$ cat config.mk
export PLATFORM = sky130hd
export DESIGN_NAME = button_debounce_event_detector
export DESIGN_NICKNAME = d
export VERILOG_FILES = /design/src/bde_pkg.sv /design/src/bde_eval.sv /design/src/bde_evq.sv /design/src/button_debounce_event_detector.sv
export SDC_FILE = /design/constraint.sdc
export NUM_CORES = 1
export LEC_CHECK = 0
export BUFFER_PORTS_ARGS = -buffer_cell sky130_fd_sc_hd__buf_2
export CORE_MARGIN = 8
export CORE_UTILIZATION = 30
export DETAILED_ROUTE_END_ITERATION = 10
export HOLD_SLACK_MARGIN = 0.03
export PLACE_DENSITY = 0.54
export SYNTH_ARGS = -nofsm -noshare
export SYNTH_HDL_FRONTEND = slang
export SYNTH_HIERARCHICAL = 1
export SYNTH_SLANG_ARGS = --single-unit
$ cat constraint.sdc
create_clock -name clk -period 6.7 [get_ports clk]
set_clock_uncertainty 0.1 [all_clocks]
set_input_delay 0.67 -clock clk [delete_from_list [all_inputs] [get_ports clk]]
set_output_delay 0.67 -clock clk [all_outputs]
set_load 0.005 [all_outputs]
$ cat src/bde_pkg.sv
// Shared types and constants for the button debounce and event detector.
// No dependencies; every other file imports this package.
package bde_pkg;

  localparam int EV_MAX = 4;
  localparam int CNT_W  = $clog2(EV_MAX + 1);
  localparam int IDX_W  = $clog2(EV_MAX);

  typedef enum logic [2:0] {
    EV_PRESSING  = 3'd0,
    EV_PRESS     = 3'd1,
    EV_TOGGLE    = 3'd2,
    EV_DOUBLE    = 3'd3,
    EV_HOLD      = 3'd4,
    EV_RELEASING = 3'd5,
    EV_RELEASE   = 3'd6
  } ev_code_t;

  localparam logic [1:0] REG_PRESS_LEVEL  = 2'd0;
  localparam logic [1:0] REG_DEBOUNCE     = 2'd1;
  localparam logic [1:0] REG_DOUBLE_CLICK = 2'd2;
  localparam logic [1:0] REG_HOLD         = 2'd3;

  typedef struct packed {
    logic        pin_level;
    logic [31:0] now_ms;
  } poll_t;

  typedef struct packed {
    logic [2:0] event_code;
    logic       last_of_poll;
  } evt_t;

  typedef struct packed {
    logic        press_level;
    logic [15:0] debounce_ms;
    logic [15:0] double_click_ms;
    logic [15:0] hold_ms;
  } cfg_t;

  typedef struct packed {
    logic [CNT_W-1:0]         count;
    ev_code_t [EV_MAX-1:0]    codes;
  } ev_batch_t;

endpackage

$ cat src/bde_eval.sv
// Per-poll evaluation: debounce state registers and the event list of one poll.
// Depends on bde_pkg.
module bde_eval
  import bde_pkg::*;
#(
  parameter int TIME_WIDTH = 32
) (
  input  logic      clk,
  input  logic      rst,
  input  poll_t     poll,
  input  cfg_t      cfg,
  input  logic      commit,
  output ev_batch_t batch
);

  logic                  seen_first;
  logic                  prev_level;
  logic [TIME_WIDTH-1:0] stable_since;
  logic [TIME_WIDTH-1:0] last_press_time;
  logic [TIME_WIDTH-1:0] hold_start;
  logic                  edge_armed;
  logic                  hold_armed;

  logic [TIME_WIDTH-1:0] now_t;
  logic [TIME_WIDTH-1:0] el_stable;
  logic [TIME_WIDTH-1:0] el_press;
  logic [TIME_WIDTH-1:0] el_hold;
  logic                  ref_level;
  logic                  changed;
  logic                  settled;
  logic                  pressed;
  logic                  dbl;
  logic                  hold_fire;

  assign now_t     = TIME_WIDTH'(poll.now_ms);
  // The very first poll takes its own level as the reference, so it never sees an edge.
  assign ref_level = seen_first ? prev_level : poll.pin_level;
  assign changed   = poll.pin_level != ref_level;
  assign el_stable = now_t - stable_since;
  assign el_press  = now_t - last_press_time;
  assign el_hold   = now_t - hold_start;
  assign settled   = !changed && (el_stable > TIME_WIDTH'(cfg.debounce_ms));
  assign pressed   = poll.pin_level == cfg.press_level;
  assign dbl       = el_press < TIME_WIDTH'(cfg.double_click_ms);
  // On the poll of the press the hold timer restarts at zero, so hold can only
  // fire on a poll without an armed edge.
  assign hold_fire = !edge_armed && hold_armed && (el_hold > TIME_WIDTH'(cfg.hold_ms));

  always_comb begin
    batch.count    = '0;
    batch.codes[0] = EV_PRESSING;
    batch.codes[1] = EV_PRESS;
    batch.codes[2] = EV_TOGGLE;
    batch.codes[3] = EV_DOUBLE;
    if (settled) begin
      if (pressed) begin
        if (edge_armed) begin
          batch.count = dbl ? CNT_W'(4) : CNT_W'(3);
        end else begin
          batch.codes[1] = EV_HOLD;
          batch.count    = hold_fire ? CNT_W'(2) : CNT_W'(1);
        end
      end else begin
        batch.codes[0] = EV_RELEASING;
        batch.codes[1] = EV_RELEASE;
        batch.count    = edge_armed ? CNT_W'(3) : CNT_W'(1);
      end
    end
  end

  always_ff @(posedge clk) begin
    if (rst) begin
      seen_first      <= 1'b0;
      prev_level      <= 1'b0;
      stable_since    <= '0;
      last_press_time <= '0;
      hold_start      <= '0;
      edge_armed      <= 1'b0;
      hold_armed      <= 1'b0;
    end else if (commit) begin
      seen_first <= 1'b1;
      prev_level <= poll.pin_level;
      if (changed) begin
        stable_since <= now_t;
        edge_armed   <= 1'b1;
      end else if (settled) begin
        if (pressed) begin
          if (edge_armed) begin
            edge_armed      <= 1'b0;
            last_press_time <= now_t;
            hold_start      <= now_t;
            hold_armed      <= 1'b1;
          end else if (hold_fire) begin
            hold_armed <= 1'b0;
          end
        end else begin
          edge_armed <= 1'b0;
        end
      end
    end
  end

endmodule

$ cat src/bde_evq.sv
// Result register: holds the event list of one poll and sends it one event per transfer.
// Depends on bde_pkg.
module bde_evq
  import bde_pkg::*;
(
  input  logic      clk,
  input  logic      rst,
  input  logic      load,
  input  ev_batch_t batch,
  output logic      free,
  output logic      evt_valid,
  input  logic      evt_stall,
  output evt_t      evt
);

  logic                  valid_q;
  logic [CNT_W-1:0]      count;
  ev_code_t [EV_MAX-1:0] codes;
  logic [IDX_W-1:0]      idx;
  logic                  last;
  logic                  take;

  assign last = idx == IDX_W'(count - CNT_W'(1));
  assign take = valid_q && !evt_stall;
  // A new list may land in the same cycle that the final event of the old one leaves.
  assign free = !valid_q || (take && last);

  assign evt_valid        = valid_q;
  assign evt.event_code   = codes[idx];
  assign evt.last_of_poll = last;

  always_ff @(posedge clk) begin
    if (rst) begin
      valid_q <= 1'b0;
      idx     <= '0;
    end else if (load) begin
      valid_q <= 1'b1;
      idx     <= '0;
      count   <= batch.count;
      codes   <= batch.codes;
    end else if (take) begin
      if (last) begin
        valid_q <= 1'b0;
      end else begin
        idx <= idx + IDX_W'(1);
      end
    end
  end

endmodule

$ cat src/button_debounce_event_detector.sv
// Top level of the button debounce and event detector: poll register, configuration
// registers, evaluation stage and event output register. Depends on bde_pkg, bde_eval, bde_evq.
//
//   channel  direction  handshake               payload
//   poll     in         poll_valid / poll_stall  pin_level, now_ms
//   evt      out        evt_valid / evt_stall    event_code, last_of_poll
//   cfg      in         cfg_we                   cfg_index, cfg_data
//
// A poll is held in the poll register and evaluated from there; its events leave one per
// cycle while evt_stall is low, up to four events per poll and none if nothing happened.
// The event output register paces the polls; a poll enters while events still drain.
// Reset (rst, synchronous) clears all detector state and loads the default settings.
// A stall on the event side backs up into the poll register and then into poll_stall.
module button_debounce_event_detector
  import bde_pkg::*;
#(
  parameter int TIME_WIDTH = 32
) (
  input  logic        clk,
  input  logic        rst,
  input  logic        poll_valid,
  output logic        poll_stall,
  input  poll_t       poll,
  output logic        evt_valid,
  input  logic        evt_stall,
  output evt_t        evt,
  input  logic        cfg_we,
  input  logic [1:0]  cfg_index,
  input  logic [15:0] cfg_data
);

  logic      a_valid;
  poll_t     a_poll;
  cfg_t      cfg;
  ev_batch_t batch;
  logic      free;
  logic      adv;
  logic      commit;
  logic      load;

  assign adv        = free || (batch.count == '0);
  assign commit     = a_valid && adv;
  assign load       = commit && (batch.count != '0);
  assign poll_stall = a_valid && !adv;

  always_ff @(posedge clk) begin
    if (rst) begin
      a_valid <= 1'b0;
    end else if (!poll_stall) begin
      a_valid <= poll_valid;
      if (poll_valid) begin
        a_poll <= poll;
      end
    end
  end

  always_ff @(posedge clk) begin
    if (rst) begin
      cfg.press_level     <= 1'b1;
      cfg.debounce_ms     <= 16'd5;
      cfg.double_click_ms <= 16'd250;
      cfg.hold_ms         <= 16'd500;
    end else if (cfg_we) begin
      unique case (cfg_index)
        REG_PRESS_LEVEL:  cfg.press_level     <= cfg_data[0];
        REG_DEBOUNCE:     cfg.debounce_ms     <= cfg_data;
        REG_DOUBLE_CLICK: cfg.double_click_ms <= cfg_data;
        REG_HOLD:         cfg.hold_ms         <= cfg_data;
        default: ;
      endcase
    end
  end

  bde_eval #(
    .TIME_WIDTH(TIME_WIDTH)
  ) u_eval (
    .clk   (clk),
    .rst   (rst),
    .poll  (a_poll),
    .cfg   (cfg),
    .commit(commit),
    .batch (batch)
  );

  bde_evq u_evq (
    .clk      (clk),
    .rst      (rst),
    .load     (load),
    .batch    (batch),
    .free     (free),
    .evt_valid(evt_valid),
    .evt_stall(evt_stall),
    .evt      (evt)
  );

  // A held poll stays in the poll register until it is evaluated.
  a_poll_held: assert property (@(posedge clk) disable iff (rst)
    poll_stall |=> a_valid)
    else $error("poll register lost a stalled poll");

  // A loaded event list shows up on the output in the next cycle.
  a_load_shows: assert property (@(posedge clk) disable iff (rst)
    load |=> evt_valid)
    else $error("loaded event list not presented");

  // Events of one poll follow without a gap until the final one.
  a_no_gap: assert property (@(posedge clk) disable iff (rst)
    (evt_valid && !evt_stall && !evt.last_of_poll) |=> evt_valid)
    else $error("event list broken off before its final event");

  // After the final event the output goes idle unless a new list was loaded.
  a_drain: assert property (@(posedge clk) disable iff (rst)
    (evt_valid && !evt_stall && evt.last_of_poll && !load) |=> !evt_valid)
    else $error("event repeated after the final transfer of a poll");

endmodule

Word-level counts from Yosys, hierarchy flattened
Cells that the tools add are included.
{"block": "op_classes", "n_addsub": 4, "order_cmp": 4, "eq_ne": 6, "muxes": 19, "bitwise_logic": 4, "reduce_logical": 35}
{"op": "$gt 32x16->1", "count": 2}
{"op": "$sub 32x32->32", "count": 2}
{"op": "$lt 32x16->1", "count": 1}
{"op": "$mux 3", "count": 8}
{"op": "$reduce_and 2->1", "count": 9}
{"op": "$reduce_and 5->1", "count": 2}
{"op": "$logic_and 1x1->1", "count": 8}
{"op": "$mux 1", "count": 8}
{"op": "$reduce_bool 2->1", "count": 4}
{"op": "$bmux 3 s2", "count": 1}
{"op": "$logic_not 1->1", "count": 5}
{"op": "$eq 2x2->1 const B", "count": 2}
{"op": "$mux 2", "count": 2}
{"op": "$not 1->1", "count": 4}
{"op": "$logic_not 3->1", "count": 1}
{"op": "$lt 2x3->1 const B", "count": 1}
{"op": "$reduce_and 3->1", "count": 1}
{"op": "$reduce_bool 3->1", "count": 1}
{"op": "$add 2x1->2 const B", "count": 1}
{"op": "$eq 2x1->1 const B", "count": 1}
{"op": "$eq 2x2->1", "count": 1}
{"op": "$logic_not 2->1", "count": 1}
{"op": "$logic_or 1x1->1", "count": 2}
{"op": "$reduce_or 2->1", "count": 1}
{"op": "other kinds (3)", "count": 3}
{"block": "word_totals", "regBits": 162, "input_bits": 56, "out_inout_bits": 6, "word_cells": 90}

Longest topological paths before layout
Gate-level depths: netlist of the first run.
{"block": "logic_depth", "depth_word": 13, "mapped_depth": 27, "depth_no_buf": 26}

By module
The synthesis of the first run kept the hierarchy.
{"module": "bde_eval", "n_inst": 1, "cells_per_inst": 1110, "area_per_inst_um2": 8120.3, "seq_area_each_um2": 1361.3}
{"module": "button_debounce_event_detector", "n_inst": 1, "cells_per_inst": 234, "area_per_inst_um2": 3074.2, "seq_area_each_um2": 1991.9}
{"module": "bde_evq", "n_inst": 1, "cells_per_inst": 41, "area_per_inst_um2": 709.4, "seq_area_each_um2": 480.5}

Worst setup path after synthesis of the first run
Ideal clock, no wire load.
{"block": "synth_path", "path_type": "flip-flop to flip-flop", "start": "register a_poll[0] in the netlist's numbering", "end": "register a_poll[0] in the netlist's numbering (enable)", "setup_time_ns": 0.394, "arrival_time_ns": 5.334, "t_required_ns": 6.206, "path_slack_ns": 0.872, "path_stages_with_launch": 22, "n_path_buf": 0, "synth_period_minus_slack_ns": 5.828, "path_cell_list": "edfxtp_1 -> inv_1 -> ha_1 -> inv_1 -> fa_1 -> a21o_1 -> a221oi_1 -> nor3b_1 -> or2_1 -> xor2_1 -> ha_1 -> nand4_1 -> nor4_1 -> nand2_1 -> a221oi_1 -> nand4_1 -> nor4_2 -> nand4_1 -> nand2_1 -> a21oi_1 -> nor3_1 -> o311a_1"}
{"element": "start, declared", "line": "button_debounce_event_detector.sv:33", "rtl": "poll_t a_poll;"}
{"element": "start signal, assigned", "line": "button_debounce_event_detector.sv:52", "rtl": "a_poll <= poll;"}

==> flow_metrics.tcl, run 1 <==
set metrics [dict create \
    ys_warn_count 6 \
    reg2reg_to "u_eval/hold_start[24]" \
    required_ns 5.93 \
    initial_core_util 0.302 \
    grt_pass1_vias 9390 \
    slew_violations 0 \
    hold_viol 0 \
    post-route-period-util 0.948 \
    synth_area_per_cell_um2 8.59 \
    rr_startpoint "a_poll[0]" \
    crit_path_start_kind "register" \
    hold_path_startpoint "poll[25]" \
    cpMaxStageDelayCell "a221o_1" \
    yosysTopAreaCellShare 0.203 \
    async_reset_ff_frac 0 \
    p_leak_nw 5.15 \
    crit_top_cell "nand4_1" \
    hold_depth 1 \
    pre_cts_ws_ns -0.103 \
    h-tree-depth 4 \
    crit_type "reg2out" \
    rows 73 \
    fill_cells 4157 \
    clk_pin_slew_ns 0.07 \
    arrival_ns 5.58 \
    portBuffers 61 \
    cts_tree "yes" \
    post-route-min-period_ns 6.35 \
    cp-end-kind "output pin" \
    clockBufferDepth 2 \
    synth_ff_type "dfxtp_1" \
    hold_class "in2reg" \
    setup_viol 0 \
    worstPathMaxFanout 4 \
    drc_errors 0 \
    grt_max_degree 110 \
    relSlewSlack 0.354 \
    place_congestion 0.877 \
    vdd_ir_drop_max_v 0.000176 \
    synth_edf_count 47 \
    antenna_left 0 \
    final_nets 1593 \
    wl_um 33000 \
    power.density_nw_per_um2 187 \
    first_iter_violations 672 \
    dr.pass1.iters 5 \
    tightest_slew_ns 0.970 \
    num_vias 9764 \
    synth_most_common_cell "inv_1" \
    cap_violations 0 \
    post_drt_wl_per_cell_um 16.8 \
    timing.setup.tns_ns 0 \
    yosysTopAreaCell "dfxtp_1" \
    synth_commonest_cells "131 x inv_1, 123 x nand2_1, 121 x dfxtp_1, 120 x nand2b_1, 112 x a21oi_1" \
    viasPerCell 4.97 \
    cts-root-buf "clkbuf_16" \
    hold_slack_ns 0.303 \
    synth-seq-cells 168 \
    r2r_cells 26 \
    die_area_um2 46300 \
    syn_area_um2 11900 \
    grt_remaining_overflow 0 \
    ys_top_cells_by_area "dfxtp_1 20%, edfxtp_1 12%, ha_1 11%, mux2i_1 7.7%, nand2b_1 6.3%" \
    n_antenna_cell 0 \
    seq_area_frac_synth 0.322 \
    crit_path_max_incr_delay_ns 0.41 \
    synth_cells 1385 \
    die_h_um 215 \
    antenna_found_initial 0 \
    grt_use_total 0.141 \
    pin_count 62 \
    core_um2 39500 \
    numCtsBuffers 17 \
    synthToLayoutAreaGrowth_pct 12.8 \
    cts_sinks 168 \
    fmax_mhz 157 \
    hold_buffers 0 \
    clk_latency_ns 0.45 \
    setup_slack_ns 0.347 \
    status "finished, final reports clean" \
    hpwl_um 25600 \
    synthDistinctLibCells 85 \
    die_w_um 215 \
    grt_pass1_wl_um 52700 \
    min_to "a_poll[25]" \
    drive_gt1_frac 0.106 \
    crit_chain "inv_1 -> ha_1 -> inv_1 -> fa_1 -> a21o_1 -> a221o_1 -> a21o_1 -> a211oi_1 -> nor2_1 -> ha_1 -> nand4_1 -> nor4_2 -> nand2_1 -> a221oi_1 -> nand4_1 -> nor4_4 -> nand4_1 -> buf_4 -> nand2_1 -> a21oi_1 -> nor3_2 -> buf_4 -> nor3_1 -> buf_2" \
    r2r_slack_ns 0.43 \
]
[per-stage QoR]
step / cells / util / area [µm²] / power [mW]
after floorplan: 1390 / - / 11900 / 1.41
after global placement: 1925 / 0.322 / 12700 / 1.53
after detailed placement: 1925 / 0.322 / 12700 / 1.54
final: 1964 / 0.340 / 13400 / 2.50
after CTS: 1959 / 0.337 / 13300 / 2.52
after global routing: 1964 / 0.340 / 13400 / 2.63
[layer usage]
layer  track usage  wire (µm)  up-vias
met1         0.200      17000     4605
met3        0.0261       1330       27
met2         0.215      14100      178
li1              -          -     4954
met5             0          0        -
met4        0.0413        626        0
[where the power goes]
group          leakage (nW)  switching, mW  total (mW)  internal (mW)
Clock                 0.285          0.458       0.977          0.520
Combinational          3.45          0.252       0.430          0.178
Sequential             1.42         0.0244        1.10           1.07
[how the worst max path moves through the flow]
stage | from | end | slack (ns) | cells after the start
finish | a_poll[0] | poll_stall | 0.35 | 24
global placement | a_poll[0] | u_eval/hold_start[28] | 0.18 | 25
CTS | a_poll[4] | poll_stall | 0.13 | 24
global route | a_poll[0] | poll_stall | -0.02 | 24
floorplan | a_poll[0] | a_poll[0] | 0.87 | 21
detailed placement | a_poll[0] | u_eval/hold_start[21] | -0.10 | 25
[registers in the layout, indices dropped and copies added (netlist names)]
| signal | count |
|---|---|
| u_eval/hold_armed | 1 |
| u_evq/count | 2 |
| u_eval/prev_level | 1 |
| u_eval/hold_start | 32 |
| u_eval/seen_first | 1 |
| u_eval/edge_armed | 1 |
| u_eval/stable_since | 32 |
| u_evq/idx | 2 |
| cfg | 49 |
| a_poll | 33 |
| a_valid | 1 |
| u_evq/codes | 12 |
| u_evq/evt_valid | 1 |
[worst max-delay path, delay by kind of cell (launching register included)]
kind | cells | cell delay [ns]
compound gates | 6 | 1.49
fa+ha+maj | 3 | 0.86
buf+inv | 5 | 0.65
flops | 1 | 0.40
simple gates | 10 | 1.71
[timing repair]
action	4_1_cts	5_1_grt
hold endpoints to repair	0	0
buffers inserted	2	5
setup endpoints to repair	31	65
pin swaps	0	4
gates resized for setup	1	17
[final cells by class]
cell class | instances | area, µm² | area share
Inverter | 131 | 492 | 0.0366
Sequential cell | 168 | 3830 | 0.285
Timing Repair Buffer | 85 | 513 | 0.0382
Multi-Input combinational cell | 1023 | 7360 | 0.548
Clock buffer | 20 | 468 | 0.0348
Tap cell | 525 | 657 | 0.0489
Clock inverter | 12 | 110 | 0.00820
[placed cells by master (no fill, tap or decap), types with 16 or more instances in the layout]
cell type	count
inv_1	131
nand4_1	23
buf_2	60
nand3_1	17
a21o_1	41
o21ai_0	33
nor2_1	80
nand2_1	123
mux2i_1	91
clkbuf_16	18
buf_4	23
nand2b_1	120
a21oi_1	111
dfxtp_1	121
edfxtp_1	47
ha_1	108
xnor2_1	27
nor3_1	16
[cell families (layout without fill, tap and decap cells)]
group           count (synthesis)  in the layout  synth area share
simple gates                  462            462             0.203
compound gates                309            309             0.172
buf+inv                       199            248            0.0713
flops                         168            168             0.322
fa+ha+maj                     111            111             0.118
mux                            94             94            0.0831
xor+xnor                       40             40            0.0294
other cells                     2              7          0.000631
Note: power is estimated with default switching activity, not from simulation.
==> run 2, diff against run 1 <==
--- a/config.mk
+++ b/config.mk
@@ -7,10 +7,10 @@
 export LEC_CHECK = 0
 export BUFFER_PORTS_ARGS = -buffer_cell sky130_fd_sc_hd__buf_2
 export CORE_MARGIN = 8
-export CORE_UTILIZATION = 30
+export CORE_UTILIZATION = 55
 export DETAILED_ROUTE_END_ITERATION = 10
 export HOLD_SLACK_MARGIN = 0.03
-export PLACE_DENSITY = 0.54
+export PLACE_DENSITY = 0.82
 export SYNTH_ARGS = -nofsm -noshare
 export SYNTH_HDL_FRONTEND = slang
 export SYNTH_HIERARCHICAL = 1
==> run 2 against run 1 <==
Effect of this change:
- flip-flop and latch count is the same
- combinational power decreased by 3%
- die area down 43%
- highest routed layer unchanged
- final cell count fell by 13%
- via count rose by 2.2%
- count of clock-buffer cells in the layout down 2
- clock power increased by 5%
- utilization grew 26 points
- setup slack got worse by 0.11 ns
- wire length decreased by 7.7%
- critical endpoint unchanged
==> flow_metrics.tcl, run 2 (synthesized netlist as in run 1, its figures left out) <==
set metrics [dict create \
    status "finished, final reports clean" \
    layout_common_cells "131 x inv_1, 123 x nand2_1, 121 x dfxtp_1, 120 x nand2b_1, 112 x a21oi_1" \
    hold_viol 0 \
    required_ns 5.93 \
    grt_use_total 0.228 \
    numCtsBuffers 17 \
    reg2reg_to "u_eval/hold_start[0]" \
    wl_met3_um 1880 \
    worstPathMaxFanout 6 \
    highest_layer "met4" \
    grt_pass1_wl_um 48900 \
    multi_input_area_um2 7270 \
    crit_type "reg2out" \
    grt_pass1_vias 9559 \
    wl_met1_um 13600 \
    fmax_mhz 155 \
    final_common_cell "inv_1" \
    num_vias 9981 \
    power.density_nw_per_um2 196 \
    n_antenna_cell 0 \
    r2r_cells 24 \
    tightest_slew_ns 0.966 \
    rr_startpoint "a_poll[6]" \
    die_w_um 163 \
    h-tree-depth 4 \
    r2r_slack_ns 0.34 \
    grt_max_degree 101 \
    largestRegisters "cfg x49, a_poll x33" \
    pin_count 62 \
    route.met2.wl_um 14100 \
    rows 54 \
    post-route-util 0.603 \
    min_to "a_poll[9]" \
    seq_area_um2 3830 \
    largest_register_ffs 49 \
    place_congestion 0.933 \
    dr.pass1.iters 5 \
    hpwl_um 22700 \
    vdd_ir_drop_max_v 0.000162 \
    post_drt_wl_per_cell_um 17.8 \
    hold_depth 1 \
    crit_path_start_kind "register" \
    initial_core_util 0.552 \
    die_area_um2 26600 \
    drc_errors 0 \
    fill_cells 1860 \
    grt_setup_unrepaired "false" \
    wl_um 30500 \
    clockBufferDepth 2 \
    fin_area_um2 13000 \
    power_switching_uw 765 \
    regMostFlops "cfg" \
    grt_remaining_overflow 0 \
    core_um2 21600 \
    slew_violations 0 \
    final_nets 1582 \
    post-route-min-period_ns 6.47 \
    relSlewSlack 0.356 \
    timing.setup.tns_ns 0 \
    hold_path_startpoint "poll[9]" \
    setup_viol 0 \
    clk_pin_slew_ns 0.07 \
    cap_violations 0 \
    cts_sinks 168 \
    pwr-share-clk 0.404 \
    die_h_um 163 \
    antenna_left 0 \
    hold_class "in2reg" \
    antenna_found_initial 0 \
    p_leak_nw 5.10 \
    synthToLayoutAreaGrowth_pct 9.13 \
    combPwrFrac 0.164 \
    portBuffers 61 \
    first_iter_violations 907 \
    cp-end-kind "output pin" \
    cts_tree "yes" \
    drive_gt1_frac 0.0924 \
    post-route-period-util 0.965 \
    power.internal_mw 1.78 \
    viasPerCell 5.84 \
    cts-root-buf "clkbuf_16" \
    power_frac_seq 0.432 \
    dpl_cell_area_um2 12300 \
    clk_latency_ns 0.43 \
    arrival_ns 5.70 \
    p_sw_frac 0.301 \
]
==> run 2: power groups by stage <==
stage	combinational, mW	sequential, mW	clock [mW]
after floorplan	0.302	1.11	0
after global placement	0.393	1.12	0
after detailed placement	0.402	1.12	0
after CTS	0.408	1.10	1.04
after global routing	0.460	1.10	1.08
final	0.417	1.10	1.03
==> run 2: metal layers <==
metal | GRT usage | vias to the layer above
met2 | 0.378 | 324
met3 | 0.0449 | 53
li1 | - | 4930
met5 | 0 | -
met1 | 0.291 | 4674
met4 | 0.0813 | 0
==> run 2: layout make-up <==
| cell class | instances | area share |
|---|---|---|
| Clock inverter | 14 | 0.0133 |
| Timing Repair Buffer | 74 | 0.0327 |
| Sequential cell | 168 | 0.295 |
| Tap cell | 280 | 0.0270 |
| Inverter | 131 | 0.0379 |
| Clock buffer | 18 | 0.0347 |
| Multi-Input combinational cell | 1023 | 0.559 |
==> run 2: how the worst max path moves through the flow <==
stage	from	endpoint	slack [ns]	cells past startpoint
after floorplan	a_poll[0]	a_poll[0]	0.87	21
after global placement	a_poll[0]	u_eval/hold_start[21]	0.46	26
after detailed placement	a_poll[0]	u_eval/hold_start[5]	0.14	26
after CTS	a_poll[0]	u_eval/hold_start[0]	0.10	26
after global routing	a_poll[0]	u_eval/hold_start[16]	0.004	27
final	a_poll[6]	poll_stall	0.23	21
==> run 2: critical path: stages, from the launching register on <==
cell and delay, ns:
edfxtp_1 0.52, ha_1 0.44, a21o_1 0.23, a311o_1 0.36
a41o_1 0.25, nor3_1 0.22, o21ai_0 0.16, xor2_1 0.17
buf_4 0.16, ha_1 0.28, and4_1 0.22, nand3_1 0.11
o311ai_0 0.49, o31ai_1 0.26, o31a_1 0.15, and4bb_1 0.21
or2_1 0.22, a21oi_1 0.17, nor3_1 0.08, buf_4 0.15
nor3_2 0.22, buf_2 0.19
==> run 2: what timing repair did <==
action / 4_1_cts / 5_1_grt
resized for setup: 0 / 7
setup endpoints to repair: 0 / 65
hold buffers: 0 / 0
buffers inserted: 0 / 2
==> run 2: through the flow <==
stage	hold slack [ns]	std cells	setup WS, ns	power [mW]
after floorplan	0.336	1390	0.872	1.41
after global placement	0.342	1674	0.465	1.51
after detailed placement	0.348	1674	0.138	1.52
after CTS	0.293	1706	0.103	2.55
after global routing	0.295	1708	0.00357	2.64
final	0.307	1708	0.233	2.54
==> run 3, diff against run 2 <==
--- a/config.mk
+++ b/config.mk
@@ -7,11 +7,10 @@
 export LEC_CHECK = 0
 export BUFFER_PORTS_ARGS = -buffer_cell sky130_fd_sc_hd__buf_2
 export CORE_MARGIN = 8
-export CORE_UTILIZATION = 55
+export CORE_UTILIZATION = 35
 export DETAILED_ROUTE_END_ITERATION = 10
 export HOLD_SLACK_MARGIN = 0.03
-export PLACE_DENSITY = 0.82
+export PLACE_DENSITY = 0.6
 export SYNTH_ARGS = -nofsm -noshare
 export SYNTH_HDL_FRONTEND = slang
-export SYNTH_HIERARCHICAL = 1
 export SYNTH_SLANG_ARGS = --single-unit
==> run 3 against run 2 <==
Effect of this change:
- power decreased by 8.4%
- first-iteration DRC count shrank 30%
- area after synthesis fell by 7.6%
- sequential share of layout area barely moved
- utilization is 22 points lower
- global-route usage shrank 6.6 points
- critical path type unchanged
- critical endpoint unchanged
- largest power group unchanged
==> flow_metrics.tcl, run 3 <==
set metrics [dict create \
    yosysTopAreaCell "dfxtp_1" \
    async_reset_ff_frac 0 \
    largestRegisters "cfg x49, a_poll x33" \
    numCtsBuffers 17 \
    pin_count 62 \
    hold_class "in2reg" \
    clk_pin_slew_ns 0.07 \
    crit_family "compound AO/OA/AOI/OAI gates" \
    cts_tree "yes" \
    layout_common_cells "232 x nand2_1, 164 x a21oi_1, 131 x inv_1, 121 x dfxtp_1, 109 x ha_1" \
    grt_setup_unrepaired "false" \
    initial_core_util 0.352 \
    drive_gt1_frac 0.107 \
    cts-root-buf "clkbuf_16" \
    ys_top_cells_by_area "dfxtp_1 22%, ha_1 12%, edfxtp_1 10%, nand2_1 7.9%, a21oi_1 7.5%" \
    clk_latency_ns 0.43 \
    clockBufferDepth 2 \
    yosysTopAreaCellShare 0.220 \
    slew_violations 0 \
    vdd_ir_drop_max_v 0.000165 \
    rr_startpoint "a_poll[3]" \
    grt_remaining_overflow 0 \
    arrival_ns 5.10 \
    final_common_cell "nand2_1" \
    cp-end-kind "output pin" \
    setup_viol 0 \
    synth_ff_type "dfxtp_1" \
    post-route-period-util 0.876 \
    drc_errors 0 \
    p_leak_nw 4.35 \
    die_area_um2 37300 \
    hold_buffers 0 \
    final_nets 1577 \
    fmax_mhz 170 \
    ctsResizeCount 0 \
    synth-seq-cells 159 \
    hold_viol 0 \
    cts_setup_buffers 0 \
    timing.setup.tns_ns 0 \
    cts_sinks 159 \
    crit_path_max_incr_delay_ns 0.54 \
    antenna_found_initial 0 \
    cap_violations 0 \
    wl_um 31000 \
    status "finished, final reports clean" \
    place_congestion 0.923 \
    syn_nets 1554 \
    synthToLayoutAreaGrowth_pct 9.89 \
    tightest_slew_ns 1.02 \
    synth_most_common_cell "nand2_1" \
    cp_num_buf_inv 1 \
    fill_cells 3238 \
    grt_use_total 0.162 \
    syn_area_um2 11000 \
    synthDistinctLibCells 69 \
    num_vias 9768 \
    grt_pass1_vias 9391 \
    rows 65 \
    grt_max_degree 63 \
    die_w_um 193 \
    post-route-util 0.387 \
    post-route-min-period_ns 5.87 \
    antenna_left 0 \
    r2r_cells 19 \
    path_depth 18 \
    crit_path_start_kind "register" \
    required_ns 5.93 \
    synth_cells 1387 \
    viasPerCell 5.36 \
    hpwl_um 23500 \
    r2r_slack_ns 1.16 \
    critical_path.startpoint "a_poll[3]" \
    core_um2 31200 \
    power.density_nw_per_um2 193 \
    n_antenna_cell 0 \
    largest_register_ffs 49 \
    endpoint "poll_stall" \
    relSlewSlack 0.312 \
    ys_warn_count 0 \
    post_drt_wl_per_cell_um 17.0 \
    reg2reg_to "a_poll[29]" \
    cpMaxStageDelayCell "or4b_4" \
    synth_edf_count 38 \
    h-tree-depth 4 \
    synth_commonest_cells "232 x nand2_1, 164 x a21oi_1, 131 x inv_1, 121 x dfxtp_1, 109 x ha_1" \
    die_h_um 193 \
    dr.pass1.iters 7 \
    first_iter_violations 638 \
    crit_chain "ha_1 -> a21o_1 -> a21oi_1 -> a21oi_1 -> o31ai_1 -> nor2b_1 -> xnor2_1 -> ha_1 -> nand4_1 -> nor2_1 -> nand2_1 -> o31ai_1 -> o2111ai_1 -> nor4_1 -> or4b_4 -> o311ai_4 -> nor2_1 -> buf_2" \
    synth_area_per_cell_um2 7.93 \
    regMostFlops "cfg" \
    crit_type "reg2out" \
    worstPathMaxFanout 5 \
    grt_pass1_wl_um 49600 \
    portBuffers 61 \
    seq_area_frac_synth 0.324 \
]
[run 3: cell types whose count changed after synthesis, moves of 9 or more]
cell	before	now
o21ai_0	33	47
a21oi_1	112	164
a21oi_2	0	31
nand3_1	17	51
nand2_1	123	232
edfxtp_1	47	38
nand2b_1	120	5
a21o_1	41	27
mux2i_1	91	4
o211ai_1	5	22
o21ai_1	9	34
nor2_1	81	48
[run 3: layout make-up]
type / count / area [µm²] / area share
multi-input cells: 1032 / 6640 / 0.550
flip-flops and latches: 159 / 3560 / 0.295
well taps: 402 / 503 / 0.0416
inverters: 131 / 492 / 0.0407
clock buffers: 21 / 450 / 0.0373
repair buffers: 69 / 368 / 0.0304
clock inverters: 10 / 63.8 / 0.00528
[run 3: metrics by stage]
| step | std cells | power, mW | instance area, µm² | hold WS, ns | setup slack, ns |
|---|---|---|---|---|---|
| floorplan | 1387 | 1.34 | 11000 | 0.334 | 0.506 |
| global route | 1824 | 2.44 | 12100 | 0.286 | 0.369 |
| detailed placement | 1793 | 1.46 | 11600 | 0.345 | 1.24 |
| CTS | 1824 | 2.35 | 12100 | 0.288 | 0.827 |
| finish | 1824 | 2.33 | 12100 | 0.309 | 0.832 |
| global placement | 1793 | 1.45 | 11600 | 0.342 | 1.31 |
[run 3: cells by family after synthesis]
family | share of synthesized area
adders and majority gates | 0.128
xor gates and xnor gates | 0.0343
muxes | 0.00671
and+or+nand+nor | 0.186
buffers and inverters | 0.0731
DFF | 0.324
AOI/OAI and AO/OA | 0.248
[run 3: layer usage]
metal,routed length [µm],GRT usage
met2,14500,0.267
met1,14700,0.214
met4,681,0.0530
met5,0,0
met3,1090,0.0245
[run 3: report_power, final]
part / switching (mW) / internal, mW
Combinational: 0.252 / 0.153
Sequential: 0.0245 / 1.01
Clock: 0.409 / 0.481
Total: 0.685 / 1.64
[run 3: worst min-delay path by stage]
stage | start | end | slack (ns) | cells past startpoint
finish | poll[13] | a_poll[13] | 0.31 | 1
global route | poll[13] | a_poll[13] | 0.29 | 1
CTS | poll[13] | a_poll[13] | 0.29 | 1
detailed placement | cfg[16] | cfg[16] | 0.35 | 2
global placement | cfg[31] | cfg[31] | 0.34 | 2
floorplan | cfg[16] | cfg[16] | 0.33 | 2
